File: src/design/sstf_pkg.sv
// Shared types and constants for the SSTF disk request scheduler.
package sstf_pkg;

    // Fixed field widths
    localparam int REQ_W   = 5;
    localparam int TRK_W   = 10;
    localparam int ENTRY_W = REQ_W + TRK_W;
    localparam int MAXQ_W  = 5;
    localparam int ACTR_W  = 6;
    localparam int CFGD_W  = 6;
    localparam int STAT_W  = 2;
    localparam int QCNT_W  = 5;
    localparam int ALIVE_W = 6;

    // Configuration register reset values
    localparam logic [MAXQ_W-1:0] MAX_QUEUE_RESET  = 5'd16;
    localparam logic [ACTR_W-1:0] ACTIVE_REQ_RESET = 6'd32;

    // Configuration register indexes
    typedef enum logic {
        CFG_MAX_QUEUE  = 1'b0,
        CFG_ACTIVE_REQ = 1'b1
    } t_cfg_idx;

    // Item opcodes
    typedef enum logic {
        OP_SUBMIT = 1'b0,
        OP_FINISH = 1'b1
    } t_opcode;

    // Result status codes
    typedef enum logic [STAT_W-1:0] {
        ST_OK      = 2'd0,
        ST_BUSY    = 2'd1,
        ST_FULL    = 2'd2,
        ST_REFUSED = 2'd3
    } t_status;

    // Sequencer states
    typedef enum logic [2:0] {
        S_IDLE,
        S_CHECK,
        S_SETTLE,
        S_DECIDE,
        S_SCAN,
        S_TAKE,
        S_MOVE,
        S_OUT
    } t_state;

    // Control of the shared seek-distance unit
    typedef struct packed {
        logic en;     // compare the entry on the read port
        logic first;  // entry is slot 0: always taken
    } t_seek_ctrl;

endpackage

File: src/design/sstf_ram.sv
// Generic single-write, single-read RAM with registered read data.
module sstf_ram #(
    parameter int WIDTH = 8,
    parameter int DEPTH = 16,
    parameter int AW    = (DEPTH > 1) ? $clog2(DEPTH) : 1
) (
    input  logic             i_clk,
    input  logic             i_we,
    input  logic [AW-1:0]    i_waddr,
    input  logic [WIDTH-1:0] i_wdata,
    input  logic [AW-1:0]    i_raddr,
    output logic [WIDTH-1:0] o_rdata
);

    logic [WIDTH-1:0] r_mem [DEPTH];
    logic [WIDTH-1:0] r_rdata;

    // Write port
    always_ff @(posedge i_clk) begin
        if (i_we) begin
            r_mem[i_waddr] <= i_wdata;
        end
    end

    // Registered read port
    always_ff @(posedge i_clk) begin
        r_rdata <= r_mem[i_raddr];
    end

    assign o_rdata = r_rdata;

endmodule

File: src/design/sstf_seek_unit.sv
// Shared seek-distance compare unit: keeps the nearest slot seen during a scan.
module sstf_seek_unit #(
    parameter int AW = 4
) (
    input  logic                       i_clk,
    input  sstf_pkg::t_seek_ctrl       i_ctrl,
    input  logic [AW-1:0]              i_idx,
    input  logic [sstf_pkg::ENTRY_W-1:0] i_entry,
    input  logic [sstf_pkg::TRK_W-1:0] i_head,
    output logic [AW-1:0]              o_best_idx,
    output logic [sstf_pkg::ENTRY_W-1:0] o_best_entry
);

    logic [sstf_pkg::TRK_W-1:0]   trk;
    logic [sstf_pkg::TRK_W-1:0]   gap;
    logic                         take;
    logic [AW-1:0]                r_best_idx;
    logic [sstf_pkg::TRK_W-1:0]   r_best_dist;
    logic [sstf_pkg::ENTRY_W-1:0] r_best_entry;

    // Absolute distance from head, strict less-than keeps the lowest slot on ties
    always_comb begin
        trk  = i_entry[sstf_pkg::TRK_W-1:0];
        gap  = (trk > i_head) ? (trk - i_head) : (i_head - trk);
        take = i_ctrl.en && (i_ctrl.first || (gap < r_best_dist));
    end

    // Best-so-far registers
    always_ff @(posedge i_clk) begin
        if (take) begin
            r_best_idx   <= i_idx;
            r_best_dist  <= gap;
            r_best_entry <= i_entry;
        end
    end

    assign o_best_idx   = r_best_idx;
    assign o_best_entry = r_best_entry;

endmodule

File: src/design/sstf_disk_request_scheduler.sv
// SSTF disk request scheduler: sequencer, queue state and result registers.
// A rejected item goes from CHECK straight to OUT; an accepted one without a serve goes
// through SETTLE and DECIDE to OUT, and one with a serve adds the slot scan, TAKE and MOVE.
// One item at a time: busy until the o_done cycle ends; o_done cannot stall.
// Synchronous active-low reset empties the queue, clears both masks, homes the head
// to track 0 and loads the configuration registers with 16 and 32.
module sstf_disk_request_scheduler #(
    parameter int QUEUE_DEPTH = 16,
    parameter int REQUESTERS  = 32
) (
    input  logic       i_clk,
    input  logic       i_rst_n,
    // command channel
    input  logic       start,
    output logic       busy,
    input  logic [0:0] i_opcode,
    input  logic [4:0] i_requester,
    input  logic [9:0] i_track,
    // configuration write port
    input  logic       i_cfg_we,
    input  logic [0:0] i_cfg_idx,
    input  logic [5:0] i_cfg_data,
    // result
    output logic       o_done,
    output logic [1:0] o_status,
    output logic       o_served_valid,
    output logic [4:0] o_served_requester,
    output logic [9:0] o_served_track,
    output logic [4:0] o_queue_count,
    output logic [5:0] o_alive_count
);

    localparam int AW  = (QUEUE_DEPTH > 1) ? $clog2(QUEUE_DEPTH) : 1;
    localparam int HW  = $clog2(QUEUE_DEPTH + 1);
    localparam int CW  = $clog2(REQUESTERS + 1);
    localparam int RIW = (REQUESTERS > 1) ? $clog2(REQUESTERS) : 1;

    sstf_pkg::t_state r_state, n_state;

    // configuration
    logic [sstf_pkg::MAXQ_W-1:0] r_max_queue;
    logic [sstf_pkg::ACTR_W-1:0] r_active;

    // latched item
    logic                        r_op;
    logic [sstf_pkg::REQ_W-1:0]  r_req;
    logic [sstf_pkg::TRK_W-1:0]  r_trk;

    // queue and requester state
    logic [HW-1:0]               r_held;
    logic [sstf_pkg::TRK_W-1:0]  r_head;
    logic [REQUESTERS-1:0]       r_outst;
    logic [REQUESTERS-1:0]       r_finished;
    logic [CW-1:0]               r_alive;

    // scan control
    logic [HW-1:0]               r_ridx;
    logic [AW-1:0]               r_cidx;
    logic                        r_cv;

    // result
    sstf_pkg::t_status           r_status;
    logic                        r_sv;
    logic [sstf_pkg::REQ_W-1:0]  r_sreq;
    logic [sstf_pkg::TRK_W-1:0]  r_strk;

    // combinational
    logic [HW-1:0]               eff_lim;
    logic [CW-1:0]               eff_req;
    logic [CW-1:0]               alive_cnt;
    logic                        present;
    logic                        finished;
    logic                        req_busy;
    logic [RIW-1:0]              req_bit;
    logic [RIW-1:0]              srv_bit;
    sstf_pkg::t_status           chk_status;
    logic                        serve;
    logic                        scan_issue;

    // RAM and seek unit wiring
    logic                          ram_we;
    logic [AW-1:0]                 ram_waddr;
    logic [sstf_pkg::ENTRY_W-1:0]  ram_wdata;
    logic [AW-1:0]                 ram_raddr;
    logic [sstf_pkg::ENTRY_W-1:0]  ram_rdata;
    sstf_pkg::t_seek_ctrl          seek_ctrl;
    logic [AW-1:0]                 best_idx;
    logic [sstf_pkg::ENTRY_W-1:0]  best_entry;

    // Effective limits: queue limit clamped to 1..depth, requester count to REQUESTERS
    always_comb begin
        if (r_max_queue == '0) begin
            eff_lim = HW'(1);
        end else if (int'(r_max_queue) > QUEUE_DEPTH) begin
            eff_lim = HW'(QUEUE_DEPTH);
        end else begin
            eff_lim = HW'(r_max_queue);
        end
        if (int'(r_active) > REQUESTERS) begin
            eff_req = CW'(REQUESTERS);
        end else begin
            eff_req = CW'(r_active);
        end
    end

    // Alive count: present and not finished, registered each cycle
    always_comb begin
        alive_cnt = '0;
        for (int i = 0; i < REQUESTERS; i++) begin
            if ((i < int'(eff_req)) && !r_finished[i]) begin
                alive_cnt = alive_cnt + CW'(1);
            end
        end
    end

    // Admission check on the latched item
    always_comb begin
        req_bit  = RIW'(r_req);
        present  = int'(r_req) < int'(eff_req);
        finished = !present || r_finished[req_bit];
        req_busy = present && r_outst[req_bit];
        if (r_op == sstf_pkg::OP_SUBMIT) begin
            if (finished) begin
                chk_status = sstf_pkg::ST_REFUSED;
            end else if (req_busy) begin
                chk_status = sstf_pkg::ST_BUSY;
            end else if ((r_held >= eff_lim) || (int'(r_held) >= QUEUE_DEPTH)) begin
                chk_status = sstf_pkg::ST_FULL;
            end else begin
                chk_status = sstf_pkg::ST_OK;
            end
        end else begin
            if (finished || req_busy) begin
                chk_status = sstf_pkg::ST_REFUSED;
            end else begin
                chk_status = sstf_pkg::ST_OK;
            end
        end
    end

    // Serve when the count meets min(limit, alive) and the queue is not empty
    always_comb begin
        if (r_held == '0) begin
            serve = 1'b0;
        end else if (int'(eff_lim) < int'(r_alive)) begin
            serve = int'(r_held) == int'(eff_lim);
        end else begin
            serve = int'(r_held) == int'(r_alive);
        end
    end

    assign scan_issue = (r_state == sstf_pkg::S_SCAN) && (r_ridx < r_held);
    assign srv_bit    = RIW'(best_entry[sstf_pkg::ENTRY_W-1:sstf_pkg::TRK_W]);

    // State register
    always_ff @(posedge i_clk) begin
        if (!i_rst_n) begin
            r_state <= sstf_pkg::S_IDLE;
        end else begin
            r_state <= n_state;
        end
    end

    // Next state and RAM / seek unit control
    always_comb begin
        n_state        = r_state;
        ram_we         = 1'b0;
        ram_waddr      = AW'(r_held);
        ram_wdata      = {r_req, r_trk};
        ram_raddr      = AW'(r_ridx);
        seek_ctrl.en    = 1'b0;
        seek_ctrl.first = 1'b0;
        case (r_state)
            sstf_pkg::S_IDLE: begin
                if (start) begin
                    n_state = sstf_pkg::S_CHECK;
                end
            end
            sstf_pkg::S_CHECK: begin
                if ((chk_status == sstf_pkg::ST_OK) && (r_op == sstf_pkg::OP_SUBMIT)) begin
                    ram_we = 1'b1;
                end
                n_state = (chk_status == sstf_pkg::ST_OK) ? sstf_pkg::S_SETTLE
                                                           : sstf_pkg::S_OUT;
            end
            sstf_pkg::S_SETTLE: begin
                n_state = sstf_pkg::S_DECIDE;
            end
            sstf_pkg::S_DECIDE: begin
                n_state = serve ? sstf_pkg::S_SCAN : sstf_pkg::S_OUT;
            end
            sstf_pkg::S_SCAN: begin
                seek_ctrl.en    = r_cv;
                seek_ctrl.first = (r_cidx == '0);
                if (!r_cv && !scan_issue) begin
                    n_state = sstf_pkg::S_TAKE;
                end
            end
            sstf_pkg::S_TAKE: begin
                // fetch the last entry to refill the freed slot
                ram_raddr = AW'(r_held - HW'(1));
                n_state   = sstf_pkg::S_MOVE;
            end
            sstf_pkg::S_MOVE: begin
                ram_we    = 1'b1;
                ram_waddr = best_idx;
                ram_wdata = ram_rdata;
                n_state   = sstf_pkg::S_OUT;
            end
            sstf_pkg::S_OUT: begin
                n_state = sstf_pkg::S_IDLE;
            end
            default: begin
                n_state = sstf_pkg::S_IDLE;
            end
        endcase
    end

    // Configuration registers
    always_ff @(posedge i_clk) begin
        if (!i_rst_n) begin
            r_max_queue <= sstf_pkg::MAX_QUEUE_RESET;
            r_active    <= sstf_pkg::ACTIVE_REQ_RESET;
        end else if (i_cfg_we) begin
            case (sstf_pkg::t_cfg_idx'(i_cfg_idx))
                sstf_pkg::CFG_MAX_QUEUE:  r_max_queue <= i_cfg_data[sstf_pkg::MAXQ_W-1:0];
                sstf_pkg::CFG_ACTIVE_REQ: r_active    <= i_cfg_data[sstf_pkg::ACTR_W-1:0];
                default: begin
                end
            endcase
        end
    end

    // Queue, mask and head state
    always_ff @(posedge i_clk) begin
        if (!i_rst_n) begin
            r_held     <= '0;
            r_head     <= '0;
            r_outst    <= '0;
            r_finished <= '0;
            r_alive    <= '0;
        end else begin
            r_alive <= alive_cnt;
            if ((r_state == sstf_pkg::S_CHECK) && (chk_status == sstf_pkg::ST_OK)) begin
                if (r_op == sstf_pkg::OP_SUBMIT) begin
                    r_held           <= r_held + HW'(1);
                    r_outst[req_bit] <= 1'b1;
                end else begin
                    r_finished[req_bit] <= 1'b1;
                end
            end
            if (r_state == sstf_pkg::S_TAKE) begin
                r_outst[srv_bit] <= 1'b0;
                r_head           <= best_entry[sstf_pkg::TRK_W-1:0];
            end
            if (r_state == sstf_pkg::S_MOVE) begin
                r_held <= r_held - HW'(1);
            end
        end
    end

    // Item capture, scan counters and result registers
    always_ff @(posedge i_clk) begin
        if ((r_state == sstf_pkg::S_IDLE) && start) begin
            r_op  <= i_opcode[0];
            r_req <= i_requester;
            r_trk <= i_track;
        end
        case (r_state)
            sstf_pkg::S_CHECK: begin
                r_status <= chk_status;
                r_sv     <= 1'b0;
                r_sreq   <= '0;
                r_strk   <= '0;
            end
            sstf_pkg::S_DECIDE: begin
                r_ridx <= '0;
                r_cidx <= '0;
                r_cv   <= 1'b0;
            end
            sstf_pkg::S_SCAN: begin
                r_cv   <= scan_issue;
                r_cidx <= AW'(r_ridx);
                if (scan_issue) begin
                    r_ridx <= r_ridx + HW'(1);
                end
            end
            sstf_pkg::S_TAKE: begin
                r_sv   <= 1'b1;
                r_sreq <= best_entry[sstf_pkg::ENTRY_W-1:sstf_pkg::TRK_W];
                r_strk <= best_entry[sstf_pkg::TRK_W-1:0];
            end
            default: begin
            end
        endcase
    end

    // Slot store
    sstf_ram #(
        .WIDTH (sstf_pkg::ENTRY_W),
        .DEPTH (QUEUE_DEPTH),
        .AW    (AW)
    ) u_slots (
        .i_clk   (i_clk),
        .i_we    (ram_we),
        .i_waddr (ram_waddr),
        .i_wdata (ram_wdata),
        .i_raddr (ram_raddr),
        .o_rdata (ram_rdata)
    );

    // Nearest-track search
    sstf_seek_unit #(
        .AW (AW)
    ) u_seek (
        .i_clk        (i_clk),
        .i_ctrl       (seek_ctrl),
        .i_idx        (r_cidx),
        .i_entry      (ram_rdata),
        .i_head       (r_head),
        .o_best_idx   (best_idx),
        .o_best_entry (best_entry)
    );

    // Outputs
    assign busy               = (r_state != sstf_pkg::S_IDLE);
    assign o_done             = (r_state == sstf_pkg::S_OUT);
    assign o_status           = r_status;
    assign o_served_valid     = r_sv;
    assign o_served_requester = r_sreq;
    assign o_served_track     = r_strk;
    assign o_queue_count      = sstf_pkg::QCNT_W'(r_held);
    assign o_alive_count      = sstf_pkg::ALIVE_W'(r_alive);

endmodule

File: config.mk
export PLATFORM = sky130hd
export DESIGN_NAME = sstf_disk_request_scheduler
export DESIGN_NICKNAME = d
export VERILOG_FILES = /design/src/design/sstf_pkg.sv /design/src/design/sstf_ram.sv /design/src/design/sstf_seek_unit.sv /design/src/design/sstf_disk_request_scheduler.sv
export SDC_FILE = /design/constraint.sdc
export NUM_CORES = 1
export LEC_CHECK = 0
export ABC_CLOCK_PERIOD_IN_PS = 28400
export BUFFER_PORTS_ARGS = -buffer_cell sky130_fd_sc_hd__buf_4
export CORE_ASPECT_RATIO = 1.75
export CORE_MARGIN = 2
export CORE_UTILIZATION = 68
export CTS_CLUSTER_SIZE = 40
export DETAILED_ROUTE_END_ITERATION = 8
export PLACE_DENSITY = 0.95
export SKIP_LAST_GASP = 1
export SYNTH_ARGS = -nofsm -noshare
export SYNTH_HDL_FRONTEND = slang
export SYNTH_SLANG_ARGS = --single-unit
File: constraint.sdc
create_clock -name i_clk -period 28.4 [get_ports i_clk]
set_clock_uncertainty 0.05 [all_clocks]
set_input_delay 5.68 -clock i_clk [delete_from_list [all_inputs] [get_ports i_clk]]
set_output_delay 5.68 -clock i_clk [all_outputs]
set_load 0.05 [all_outputs]
==> results.txt <==
Final Hold Vio Count: 0
Die height: 248.3 um
Final Routed Wirelength: 67.79 mm
Post-cts sizing count: 0
Fin util: 75.35%
Hold crit path type: reg2reg
Yosys top cell area share: 40.54%
Placer Congestion: 0.9912
Worst slew margin: 18.22%
Syn nets: 2152
Maximum achievable frequency: 0.05144 GHz
Compound-cell area share of the yosys netlist: 11.98%
Post-CTS setup buffers: 0
Nets: 2192
Post-synthesis simple-gate area fraction: 11.99%
Worst Tran Pin Value: 1.217 ns
Library cells used by synthesis: 91
First-pass GRT wire length: 103.0 mm
Initial core utilization: 68.94%
RSZ-0062 raised after global routing: false
Synth Warn #: 0
Ys flop type: edfxtp_1
Vias in the first global route: 18310
CTS tree: done
Via/cell ratio: 7.022
H-tree depth: 2
Clock latency on the worst-skew pair: 0.57 ns
Final hold slack: 0.3865 ns
Post-CTS Hold Fix Bufs: 0
Critical Path Fanout Max: 21
Critical Setup Path Class: reg2reg
CTS Buf Count: 35
CP Launch Type: register
Mux contribution to synthesized area: 9.445%
Largest stage delay, worst path: 0.87 ns
Residual DRC: 14
Hold path startpoint: u_slots.o_rdata[13]
Post-synth EDFFs: 313
Mapped Area: 23180 um2
IO Count: 58
Post-synthesis sequential area ratio: 50.39%
Max Root-Sink Buffers: 3
Period utilization: 68.45%
Non-Filler Instances: 2566
Antenna-violating nets left: 0
Most frequent cells in the layout: edfxtp_1, nor2_1, nand2_1, a21oi_1, dfxtp_1
Synth area leader: edfxtp_1
Port Buffers: 57
Placed wire-length estimate: 42.93 mm
Core area: 33630 um2
Failing checks: DRC
Pre-Repair DR Iteration Count: 9
Fraction of layout cells with a size suffix above 1: 13.60%
Final setup viols: 0
CP max stage cell: nor3_2
Reg2reg start: r_active[5]
Syn Inst Count: 2044
Largest family of logic cells by synthesized area: simple AND/OR/NAND/NOR gates
CP most frequent cell: ha_1
Drt wl/cell: 26.42 um
WP data required: 28.80 ns
Clk slew on worst S/H paths: 0.07 ns
Synth area leaders: edfxtp_1, dfxtp_1, mux4_2
CP arrival: 19.84 ns
Worst Setup SP: r_active[5]
Seq cells post-synth: 427
Die W: 143.6 um
Initial antenna violation count: 1
Area Overhead vs Synth: 9.299%
Gr ovfl total: 0
DR vias: 18020
Post-Synth XOR/XNOR Area: 8.479%
Avg Inst Size Synth: 11.34 um2
1st-iter DRT viols: 2166
Status: finished with violations
DIE AREA: 35640 um2
Row count: 89
Largest net degree at the start of global routing: 63
Critical path capture point type: register
Root Buffer Master: clkbuf_16
# diodes: 0
Overall Global Routing Usage: 38.86%
Slew Limit Fails: 0
CTS sink cnt: 427
Commonest non-fill, non-tap cell in the layout: edfxtp_1
Synth Area in Adders: 4.436%
Setup tns final: 0 ns
Max_cap viols: 0
Inst Count DP: 2502
Min Tclk post-route: 19.44 ns
FFs w/ async S/R, synth: 0%
[per-stage QoR]
step           worst slack [ns]  instance area [um2]
2_1_floorplan             11.90                23180
5_1_grt                   7.225                25340
3_5_place_dp              9.314                24150
3_3_place_gp              10.10                24150
6_report                  8.960                25340
4_1_cts                   9.249                25340
[cells by family (layout without fill, tap and decap cells)]
family,count (synthesis),count (layout)
simple gates,581,581
compound gates,451,451
xor+xnor,186,186
buf+inv,196,263
mux,122,122
flops,427,427
fa+ha+maj,81,81
[worst paths after layout]
kind | cells past startpoint | slack [ns] | to
min reg2reg | 0 | 0.39 | u_seek.o_best_entry[13]
min | 0 | 0.39 | u_seek.o_best_entry[13]
max | 85 | 8.96 | o_alive_count[4]
max reg2reg | 85 | 8.96 | o_alive_count[4]
[critical path, delay by kind of cell (launching register included)]
kind | cells | cell delay (ns)
AOI/OAI and AO/OA | 28 | 5.92
xor gates and xnor gates | 11 | 2.13
adders and majority gates | 17 | 4.94
buffers and inverters | 3 | 0.27
DFF | 1 | 0.55
muxes | 8 | 2.23
and+or+nand+nor | 18 | 3.20
[registers in the layout, indices dropped and copies added, names as in the netlist, 6 cells and up]
signal	flops
o_alive_count	6
o_served_track	10
r_active	6
r_finished	32
r_head	10
r_outst	32
r_trk	10
u_seek.o_best_entry	15
u_seek.r_best_dist	10
u_slots.o_rdata	15
u_slots.r_mem	240
[synth_stat cells, drive strengths merged, types with 19 or more instances]
cell type    n
edfxtp     313
nor2       183
a21oi      163
nand2      162
xnor2      115
dfxtp      114
o21ai      107
inv        101
ha          79
mux4        76
clkbuf      75
xor2        55
nand3       40
nor2b       36
mux2i       35
a211oi      34
nor3        28
a31oi       24
nand2b      21
buf         20
and2        19
[final cells by class]
class / count / area [um2]
clock buffer: 45 / 954.7
clock inverter: 19 / 239.0
tap: 455 / 569.3
inverter: 101 / 379.1
timing repair buffer: 98 / 735.7
multi-input combinational: 1421 / 10780
fill: 2034 / 8290
sequential: 427 / 11680
[routing by layer]
metal / global-route usage [%] / vias to the layer above / share of wire (%)
li1: - / 7603 / -
met1: 40.72 / 8500 / 30
met2: 65.59 / 1422 / 49
met3: 9.054 / 491 / 10
met4: 32.41 / 2 / 11
met5: 0 / - / 0.013
Power is not shown: default switching activity piles up to over one toggle a cycle in this logic, so the estimate is an artifact.
